==> config.mk <==
export PLATFORM = sky130hd
export DESIGN_NAME = smoothstep_duty_ramp_core
export DESIGN_NICKNAME = d
export VERILOG_FILES = /design/src/hdl/sdr_pkg.sv /design/src/hdl/sdr_div.sv /design/src/hdl/smoothstep_duty_ramp_core.sv
export SDC_FILE = /design/constraint.sdc
export NUM_CORES = 1
export LEC_CHECK = 0
export BUFFER_PORTS_ARGS = -buffer_cell sky130_fd_sc_hd__buf_2
export CAP_MARGIN = 20
export CORE_UTILIZATION = 48
export DETAILED_ROUTE_END_ITERATION = 7
export GPL_ROUTABILITY_DRIVEN = 0
export PLACE_DENSITY_LB_ADDON = 0.15
export SETUP_SLACK_MARGIN = 0.3
export SLEW_MARGIN = 40
export SYNTH_ARGS = -nofsm -noshare
export SYNTH_HDL_FRONTEND = slang
export SYNTH_SLANG_ARGS = --single-unit
export TNS_END_PERCENT = 10
==> constraint.sdc <==
create_clock -name clk -period 9 [get_ports clk]
set_clock_uncertainty 0.1 [all_clocks]
set_input_delay 0.9 -clock clk [delete_from_list [all_inputs] [get_ports clk]]
set_output_delay 0.9 -clock clk [all_outputs]
set_load 0.02 [all_outputs]
==> src/hdl/sdr_pkg.sv <==
`timescale 1ns / 1ps
// types and constants shared by the smoothstep duty ramp modules
// no dependencies

package sdr_pkg;

  localparam int DIV_W  = 35;
  localparam int QUO_W  = 16;
  localparam int STEP_W = 5;

  localparam logic [STEP_W-1:0] HOLD_STEPS  = 5'd16;
  localparam logic [STEP_W-1:0] CURVE_STEPS = 5'd10;
  localparam logic signed [11:0] CURVE_BIAS = 12'sd256;

  localparam logic REQ_START = 1'b0;
  localparam logic REQ_TICK  = 1'b1;

  typedef struct packed {
    logic        req_type;
    logic [7:0]  init_duty;
    logic [7:0]  final_duty;
    logic [15:0] span_ms;
    logic [7:0]  step_count;
  } sdr_req_t;

  typedef struct packed {
    logic [7:0] duty;
    logic       ramp_done;
  } sdr_res_t;

  typedef struct packed {
    logic              start;
    logic [DIV_W-1:0]  dividend;
    logic [DIV_W-1:0]  divisor;
    logic [STEP_W-1:0] steps;
  } sdr_div_cmd_t;

  typedef struct packed {
    logic             done;
    logic [QUO_W-1:0] quotient;
  } sdr_div_rsp_t;

  typedef enum logic [3:0] {
    S_IDLE,
    S_HOLD_DIV,
    S_M1,
    S_M2,
    S_M3,
    S_M4,
    S_M5,
    S_PREP,
    S_CURVE_DIV,
    S_EMIT
  } sdr_state_t;

endpackage

==> src/hdl/sdr_div.sv <==
`timescale 1ns / 1ps
// shared restoring divider, one quotient bit per cycle
// depends on sdr_pkg

module sdr_div (
  input  logic                  clk,
  input  logic                  rst,
  input  sdr_pkg::sdr_div_cmd_t cmd,
  output sdr_pkg::sdr_div_rsp_t rsp
);
  import sdr_pkg::*;

  logic [DIV_W-1:0]  rem;
  logic [DIV_W-1:0]  dsh;
  logic [QUO_W-1:0]  quo;
  logic [STEP_W-1:0] cnt;
  logic              busy;
  logic              done;
  logic              fits;

  assign fits = (rem >= dsh);

  always_ff @(posedge clk) begin
    if (rst) begin
      busy <= 1'b0;
      done <= 1'b0;
      cnt  <= '0;
    end else begin
      done <= 1'b0;
      if (cmd.start) begin
        busy <= 1'b1;
        cnt  <= cmd.steps;
      end else if (busy) begin
        cnt <= cnt - 1'b1;
        if (cnt == 5'd1) begin
          busy <= 1'b0;
          done <= 1'b1;
        end
      end
    end
  end

  always_ff @(posedge clk) begin
    if (cmd.start) begin
      rem <= cmd.dividend;
      dsh <= cmd.divisor;
      quo <= '0;
    end else if (busy) begin
      if (fits) begin
        rem <= rem - dsh;
      end
      quo <= {quo[QUO_W-2:0], fits};
      dsh <= dsh >> 1;
    end
  end

  assign rsp.done     = done;
  assign rsp.quotient = quo;

endmodule

==> src/hdl/smoothstep_duty_ramp_core.sv <==
`timescale 1ns / 1ps
// smoothstep s-curve pwm duty ramp, top level with sequencer and output register
// depends on sdr_pkg and sdr_div
//
// A request is either a ramp start or a one millisecond tick. A start answers with the
// start duty (or with the target duty and ramp_done when steps or duration is zero); each
// tick that completes a hold answers with the next curve point, and the tick after the
// last point's hold answers with ramp_done. Quiet ticks and zero-length starts are handled
// in the idle state. A normal start runs 16 passes of the shared divider to find the hold
// length. A tick that yields a curve point makes five passes through one 24x10 multiplier,
// then 10 passes of the shared divider. The block takes no request while it works or while
// a result waits on a stalled output.

module smoothstep_duty_ramp_core (
  input  logic              clk,
  input  logic              rst,
  input  logic              in_valid,
  output logic              in_stall,
  input  sdr_pkg::sdr_req_t in_req,
  output logic              out_valid,
  input  logic              out_stall,
  output sdr_pkg::sdr_res_t out_res
);
  import sdr_pkg::*;

  sdr_state_t state, state_next;

  logic              active, active_next;
  logic [7:0]        base_level, base_level_next;
  logic signed [8:0] level_change, level_change_next;
  logic [7:0]        total_intervals, total_intervals_next;
  logic [7:0]        interval_index, interval_index_next;
  logic [15:0]       hold_length, hold_length_next;
  logic [15:0]       tick_count, tick_count_next;
  logic [7:0]        current_duty, current_duty_next;
  logic [23:0]       prod, prod_next;
  logic [31:0]       num, num_next;
  logic [23:0]       den, den_next;
  logic [7:0]        res_duty, res_duty_next;
  logic              res_done, res_done_next;

  logic [23:0]       mul_a;
  logic [9:0]        mul_b;
  logic [33:0]       mul_p;
  logic [15:0]       tick_inc;
  logic [9:0]        weight;
  logic [8:0]        change_mag;
  logic [DIV_W-1:0]  den513;
  logic [DIV_W-1:0]  num2;
  logic signed [11:0] curve_sum;
  logic [7:0]        curve_duty;

  logic              out_write;
  sdr_res_t          out_wdata;
  logic              accept;

  sdr_div_cmd_t      div_cmd;
  sdr_div_rsp_t      div_rsp;

  sdr_div u_div (
    .clk (clk),
    .rst (rst),
    .cmd (div_cmd),
    .rsp (div_rsp)
  );

  assign in_stall = (state != S_IDLE) || (out_valid && out_stall);
  assign accept   = in_valid && !in_stall;

  assign mul_p      = mul_a * mul_b;
  assign tick_inc   = tick_count + 16'd1;
  assign weight     = {1'b0, total_intervals, 1'b0} + {2'b00, total_intervals}
                    - {1'b0, interval_index, 1'b0};
  assign change_mag = level_change[8] ? 9'(-level_change) : 9'(level_change);
  assign den513     = {2'b00, den, 9'b0} + {11'b0, den};
  assign num2       = {2'b00, num, 1'b0};
  assign curve_sum  = $signed({4'b0000, base_level})
                    + $signed({2'b00, div_rsp.quotient[9:0]}) - CURVE_BIAS;

  always_comb begin
    if (curve_sum < 12'sd0) begin
      curve_duty = 8'd0;
    end else if (curve_sum > 12'sd255) begin
      curve_duty = 8'd255;
    end else begin
      curve_duty = curve_sum[7:0];
    end
  end

  always_comb begin
    state_next           = state;
    active_next          = active;
    base_level_next      = base_level;
    level_change_next    = level_change;
    total_intervals_next = total_intervals;
    interval_index_next  = interval_index;
    hold_length_next     = hold_length;
    tick_count_next      = tick_count;
    current_duty_next    = current_duty;
    prod_next            = prod;
    num_next             = num;
    den_next             = den;
    res_duty_next        = res_duty;
    res_done_next        = res_done;
    mul_a                = '0;
    mul_b                = '0;
    div_cmd              = '0;
    out_write            = 1'b0;
    out_wdata            = '{duty: res_duty, ramp_done: res_done};

    unique case (state)
      S_IDLE: begin
        if (accept) begin
          if (in_req.req_type == REQ_START) begin
            if (in_req.step_count == 8'd0 || in_req.span_ms == 16'd0) begin
              active_next       = 1'b0;
              current_duty_next = in_req.final_duty;
              out_write         = 1'b1;
              out_wdata         = '{duty: in_req.final_duty, ramp_done: 1'b1};
            end else begin
              base_level_next      = in_req.init_duty;
              level_change_next    = $signed({1'b0, in_req.final_duty})
                                   - $signed({1'b0, in_req.init_duty});
              total_intervals_next = in_req.step_count;
              interval_index_next  = 8'd0;
              tick_count_next      = 16'd0;
              current_duty_next    = in_req.init_duty;
              active_next          = 1'b1;
              res_duty_next        = in_req.init_duty;
              res_done_next        = 1'b0;
              div_cmd.start        = 1'b1;
              div_cmd.dividend     = {19'b0, in_req.span_ms};
              div_cmd.divisor      = {12'b0, in_req.step_count, 15'b0};
              div_cmd.steps        = HOLD_STEPS;
              state_next           = S_HOLD_DIV;
            end
          end else if (active) begin
            if (tick_inc < hold_length) begin
              tick_count_next = tick_inc;
            end else begin
              tick_count_next = 16'd0;
              if (interval_index >= total_intervals) begin
                active_next = 1'b0;
                out_write   = 1'b1;
                out_wdata   = '{duty: current_duty, ramp_done: 1'b1};
              end else begin
                interval_index_next = interval_index + 8'd1;
                state_next          = S_M1;
              end
            end
          end
        end
      end
      S_HOLD_DIV: begin
        if (div_rsp.done) begin
          hold_length_next = (div_rsp.quotient == 16'd0) ? 16'd1 : div_rsp.quotient;
          state_next       = S_EMIT;
        end
      end
      S_M1: begin
        mul_a      = {16'b0, interval_index};
        mul_b      = {2'b00, interval_index};
        prod_next  = mul_p[23:0];
        state_next = S_M2;
      end
      S_M2: begin
        mul_a      = prod;
        mul_b      = weight;
        prod_next  = mul_p[23:0];
        state_next = S_M3;
      end
      S_M3: begin
        mul_a      = prod;
        mul_b      = {1'b0, change_mag};
        num_next   = mul_p[31:0];
        state_next = S_M4;
      end
      S_M4: begin
        mul_a      = {16'b0, total_intervals};
        mul_b      = {2'b00, total_intervals};
        prod_next  = mul_p[23:0];
        state_next = S_M5;
      end
      S_M5: begin
        mul_a      = prod;
        mul_b      = {2'b00, total_intervals};
        den_next   = mul_p[23:0];
        state_next = S_PREP;
      end
      S_PREP: begin
        div_cmd.start    = 1'b1;
        div_cmd.dividend = level_change[8] ? (den513 - num2) : (den513 + num2);
        div_cmd.divisor  = {1'b0, den, 10'b0};
        div_cmd.steps    = CURVE_STEPS;
        state_next       = S_CURVE_DIV;
      end
      S_CURVE_DIV: begin
        if (div_rsp.done) begin
          current_duty_next = curve_duty;
          res_duty_next     = curve_duty;
          res_done_next     = 1'b0;
          state_next        = S_EMIT;
        end
      end
      S_EMIT: begin
        if (!(out_valid && out_stall)) begin
          out_write  = 1'b1;
          state_next = S_IDLE;
        end
      end
      default: begin
        state_next = S_IDLE;
      end
    endcase
  end

  always_ff @(posedge clk) begin
    if (rst) begin
      state     <= S_IDLE;
      active    <= 1'b0;
      out_valid <= 1'b0;
    end else begin
      state     <= state_next;
      active    <= active_next;
      out_valid <= out_write || (out_valid && out_stall);
    end
  end

  always_ff @(posedge clk) begin
    base_level      <= base_level_next;
    level_change    <= level_change_next;
    total_intervals <= total_intervals_next;
    interval_index  <= interval_index_next;
    hold_length     <= hold_length_next;
    tick_count      <= tick_count_next;
    current_duty    <= current_duty_next;
    prod            <= prod_next;
    num             <= num_next;
    den             <= den_next;
    res_duty        <= res_duty_next;
    res_done        <= res_done_next;
    if (out_write) begin
      out_res <= out_wdata;
    end
  end

endmodule

==> flow_summary_export.csv <==
group,metric,value,unit
outcome,status,"complete, no violations",
route,firstDrtPassIters,6,
yosys,ys_top_cells_by_count,"inv_1 (319), nor2_1 (260), edfxtp_1 (239)",
yosys,synthAdderAreaFrac,0.249,
global_route,grt_antenna_before_repair,1,
route,post-route-drc-count,0,
floorplanning,pin_count,56,
finish,seqCellArea,7760,um^2
finish,area_growth,9.06,%
yosys,synth_xor_area_frac,0.0645,
global_route,grt.overflow.total,0,
yosys,ys_types,86,
route,drt_iter0_markers,1529,
worst_setup_path,slowest_stage,"fa_1",
yosys,synth.cell_area,24800,um^2
sta,period_needed,8470,ps
sta,final-max-slew-violation-count,0,
finish,multi_input_area,15600,um^2
yosys,synth_top_cell_by_area,"edfxtp_1",
sta,relSlewSlack,0.509,
yosys,synthTopCellsByArea,"edfxtp_1 (29%), fa_1 (15%), ha_1 (9.8%), inv_1 (4.8%), xnor2_1 (4.1%)",
sta,hold_viol_final,0,
finish,nets,3090,
global_route,grt_use_total,0.242,
yosys,syn-num-nets,3070,
worst_setup_path,critPathKind,"reg -> reg",
yosys,synthMuxAreaShare,0.00778,
route,wl_per_cell,18.9,um
yosys,synthCells,2644,
power,powerDensity,147,nW/um^2
clocking,cts_tree,"built",
min_path,hold_path.class,"reg -> reg",
yosys,yosys.area_share.simple,0.155,
global_route,grt_pass1_wl,102000,um
yosys,syn_area_per_cell,9.37,um^2
finish,nFillCells,4608,
placement,place_inst,3297,
sta,worstMarginPinSlew,733,ps
clocking,clock_sinks,268,
yosys,ys_ff_latch,268,
yosys,synth_compound_area_frac,0.144,
finish,post-route-util,0.534,
worst_setup_path,cpMostUsedCell,"fa_1",
yosys,synth_top_family_by_area,"adder cells",
placement,post-place-ws,214,ps
global_route,grt_pass1_vias,18800,
yosys,synth_most_common_cell,"inv_1",
clocking,root_buffer,"clkbuf_16",
route,via_per_inst,5.70,
floorplanning,dieArea,52500,um^2
finish,drive_above_1_share,0.0800,
clocking,clk_latency,570,ps
yosys,yosys_warnings,0,
yosys,synth_edf_count,239,
power,p_leak,11.9,nW
floorplanning,coreArea,50600,um^2
floorplanning,dieWidth,229,um
floorplanning,die_h,229,um
worst_setup_path,critPathRequiredTime,9210,ps
route,routed_wl,63500,um
worst_setup_path,crit_arrival,8680,ps
sta,fin_crit_sh,0.941,
floorplanning,initial_core_util,0.490,
placement,port_buffers,55,
global_route,grt_max_degree,66,
run,maxCapViolCount,0,
sta,setup_ws,533,ps
sta,rsz0062_at_grt,"yes",
worst_setup_path,max_stage_delay,540,ps
yosys,yosysTopAreaCellShare,0.290,
yosys,seq_area_frac_synth,0.313,
clocking,cts_made_buffers,29,
yosys,ys.flop_type,"edfxtp_1",
sta,fmax,0.118,GHz
worst_setup_path,end_kind,"flip-flop",
finish,instances_no_fill,3360,
worst_setup_path,setup.worst_path.start_class,"flip-flop",
clocking,cts-htree-levels,1,
clocking,path_clk_slew,70,ps
sta,tns,0,ps
route,dr_total_vias,19100,
yosys,async_reset_ff_frac,0,
route,postRouteAntennaNets,0,
sta,setup_violations,0,
placement,dp_hpwl,49500,um
worst_setup_path,cp_max_fo,19,
clocking,clockBufferDepth,3,
worst_setup_path,reg2reg_slack,530,ps
floorplanning,rows,82,
power,peakVddDrop,0.141,mV
clocking,cts-hold-fix-buffers,0,
[flip-flops by register name, summed over array words and instances, names as in the netlist, 5 cells and up]
signal,count
u_div.rem,35
u_div.dsh,34
num,32
den,24
prod,24
hold_length,16
tick_count,16
u_div.quo,16
level_change,9
out_res,9
base_level,8
current_duty,8
interval_index,8
res_duty,8
total_intervals,8
u_div.cnt,5
[placed cells by master, fill, tap and decap left out, types with 24 or more instances in the layout]
master     synthesis  layout
inv_1            319     318
nor2_1           260     256
edfxtp_1         239     239
nand2_1          228     225
ha_1             195     194
fa_1             186     186
a21oi_1          151     143
xnor2_1          115     115
o21ai_0          104     101
xor2_1            65      65
nand2b_1          62      62
a21o_1            57      57
nand3_1           55      55
buf_2              8      54
buf_4              0      44
nor3_1            41      40
o21a_1            34      34
dfxtp_1           29      29
clkbuf_16          0      29
and3_1            28      28
and2_1            27      27
nor2b_1           27      26
o31ai_1           24      24
o22ai_1           26      24
[stage by stage]
stage / area (um^2) / hold WS (ps) / power [mW]
after floorplan: 24800 / 381 / 2.40
after global placement: 25800 / 357 / 2.65
after detailed placement: 25800 / 356 / 2.68
after CTS: 26900 / 371 / 3.99
after global routing: 27000 / 384 / 4.19
final: 27000 / 374 / 3.98
[where the power goes]
| group | total [mW] | switching (mW) | internal (mW) | leakage [nW] |
|---|---|---|---|---|
| combinational | 1.12 | 0.665 | 0.453 | 8.96 |
| clock | 1.30 | 0.548 | 0.754 | 0.499 |
| sequential | 1.56 | 0.0536 | 1.51 | 2.41 |
| total | 3.98 | 1.27 | 2.72 | 11.9 |
[metal layers]
metal,GRT usage,part of all wire
met2,0.374,0.45
met3,0.0243,0.063
met4,0.0627,0.022
met1,0.361,0.47
met5,0,0
[area by class of cell]
type | count | share of cell area
timing repair buffer | 99 | 0.0226
inverter | 320 | 0.0445
clock inverter | 25 | 0.0121
tap | 672 | 0.0311
multi-input combinational | 1946 | 0.576
antenna | 1 | 0.0000926
sequential | 268 | 0.287
clock buffer | 29 | 0.0269
[worst max-delay path, delay by kind of cell, from the launching register on]
kind	cells	cell delay, ps
buf+inv	6	650
xor+xnor	1	110
simple gates	4	790
flops	1	410
fa+ha+maj	8	3800
compound gates	11	2360
[cells by family after synthesis]
group	Yosys count
buffers and inverters	430
XOR/XNOR	181
flip-flops	268
AO/OA/AOI/OAI	551
AND/OR/NAND/NOR	814
adder cells (fa/ha/maj)	381
multiplexers	19
[timing repair]
action	4_1_cts	5_1_grt
endpoints found under the setup margin	4	13
pin swaps	0	13
gates resized for setup	4	22
endpoints found under the hold margin	0	0
setup buffers	0	8
[final timing paths]
check                           from              end  cells after the start
setup / recovery  total_intervals[1]          num[29]                     30
hold / removal         u_div.quo[15]  hold_length[15]                      0
setup reg to reg  total_intervals[1]          num[29]                     30
hold reg to reg        u_div.quo[15]  hold_length[15]                      0
Note: power is estimated with default switching activity, not from simulation.
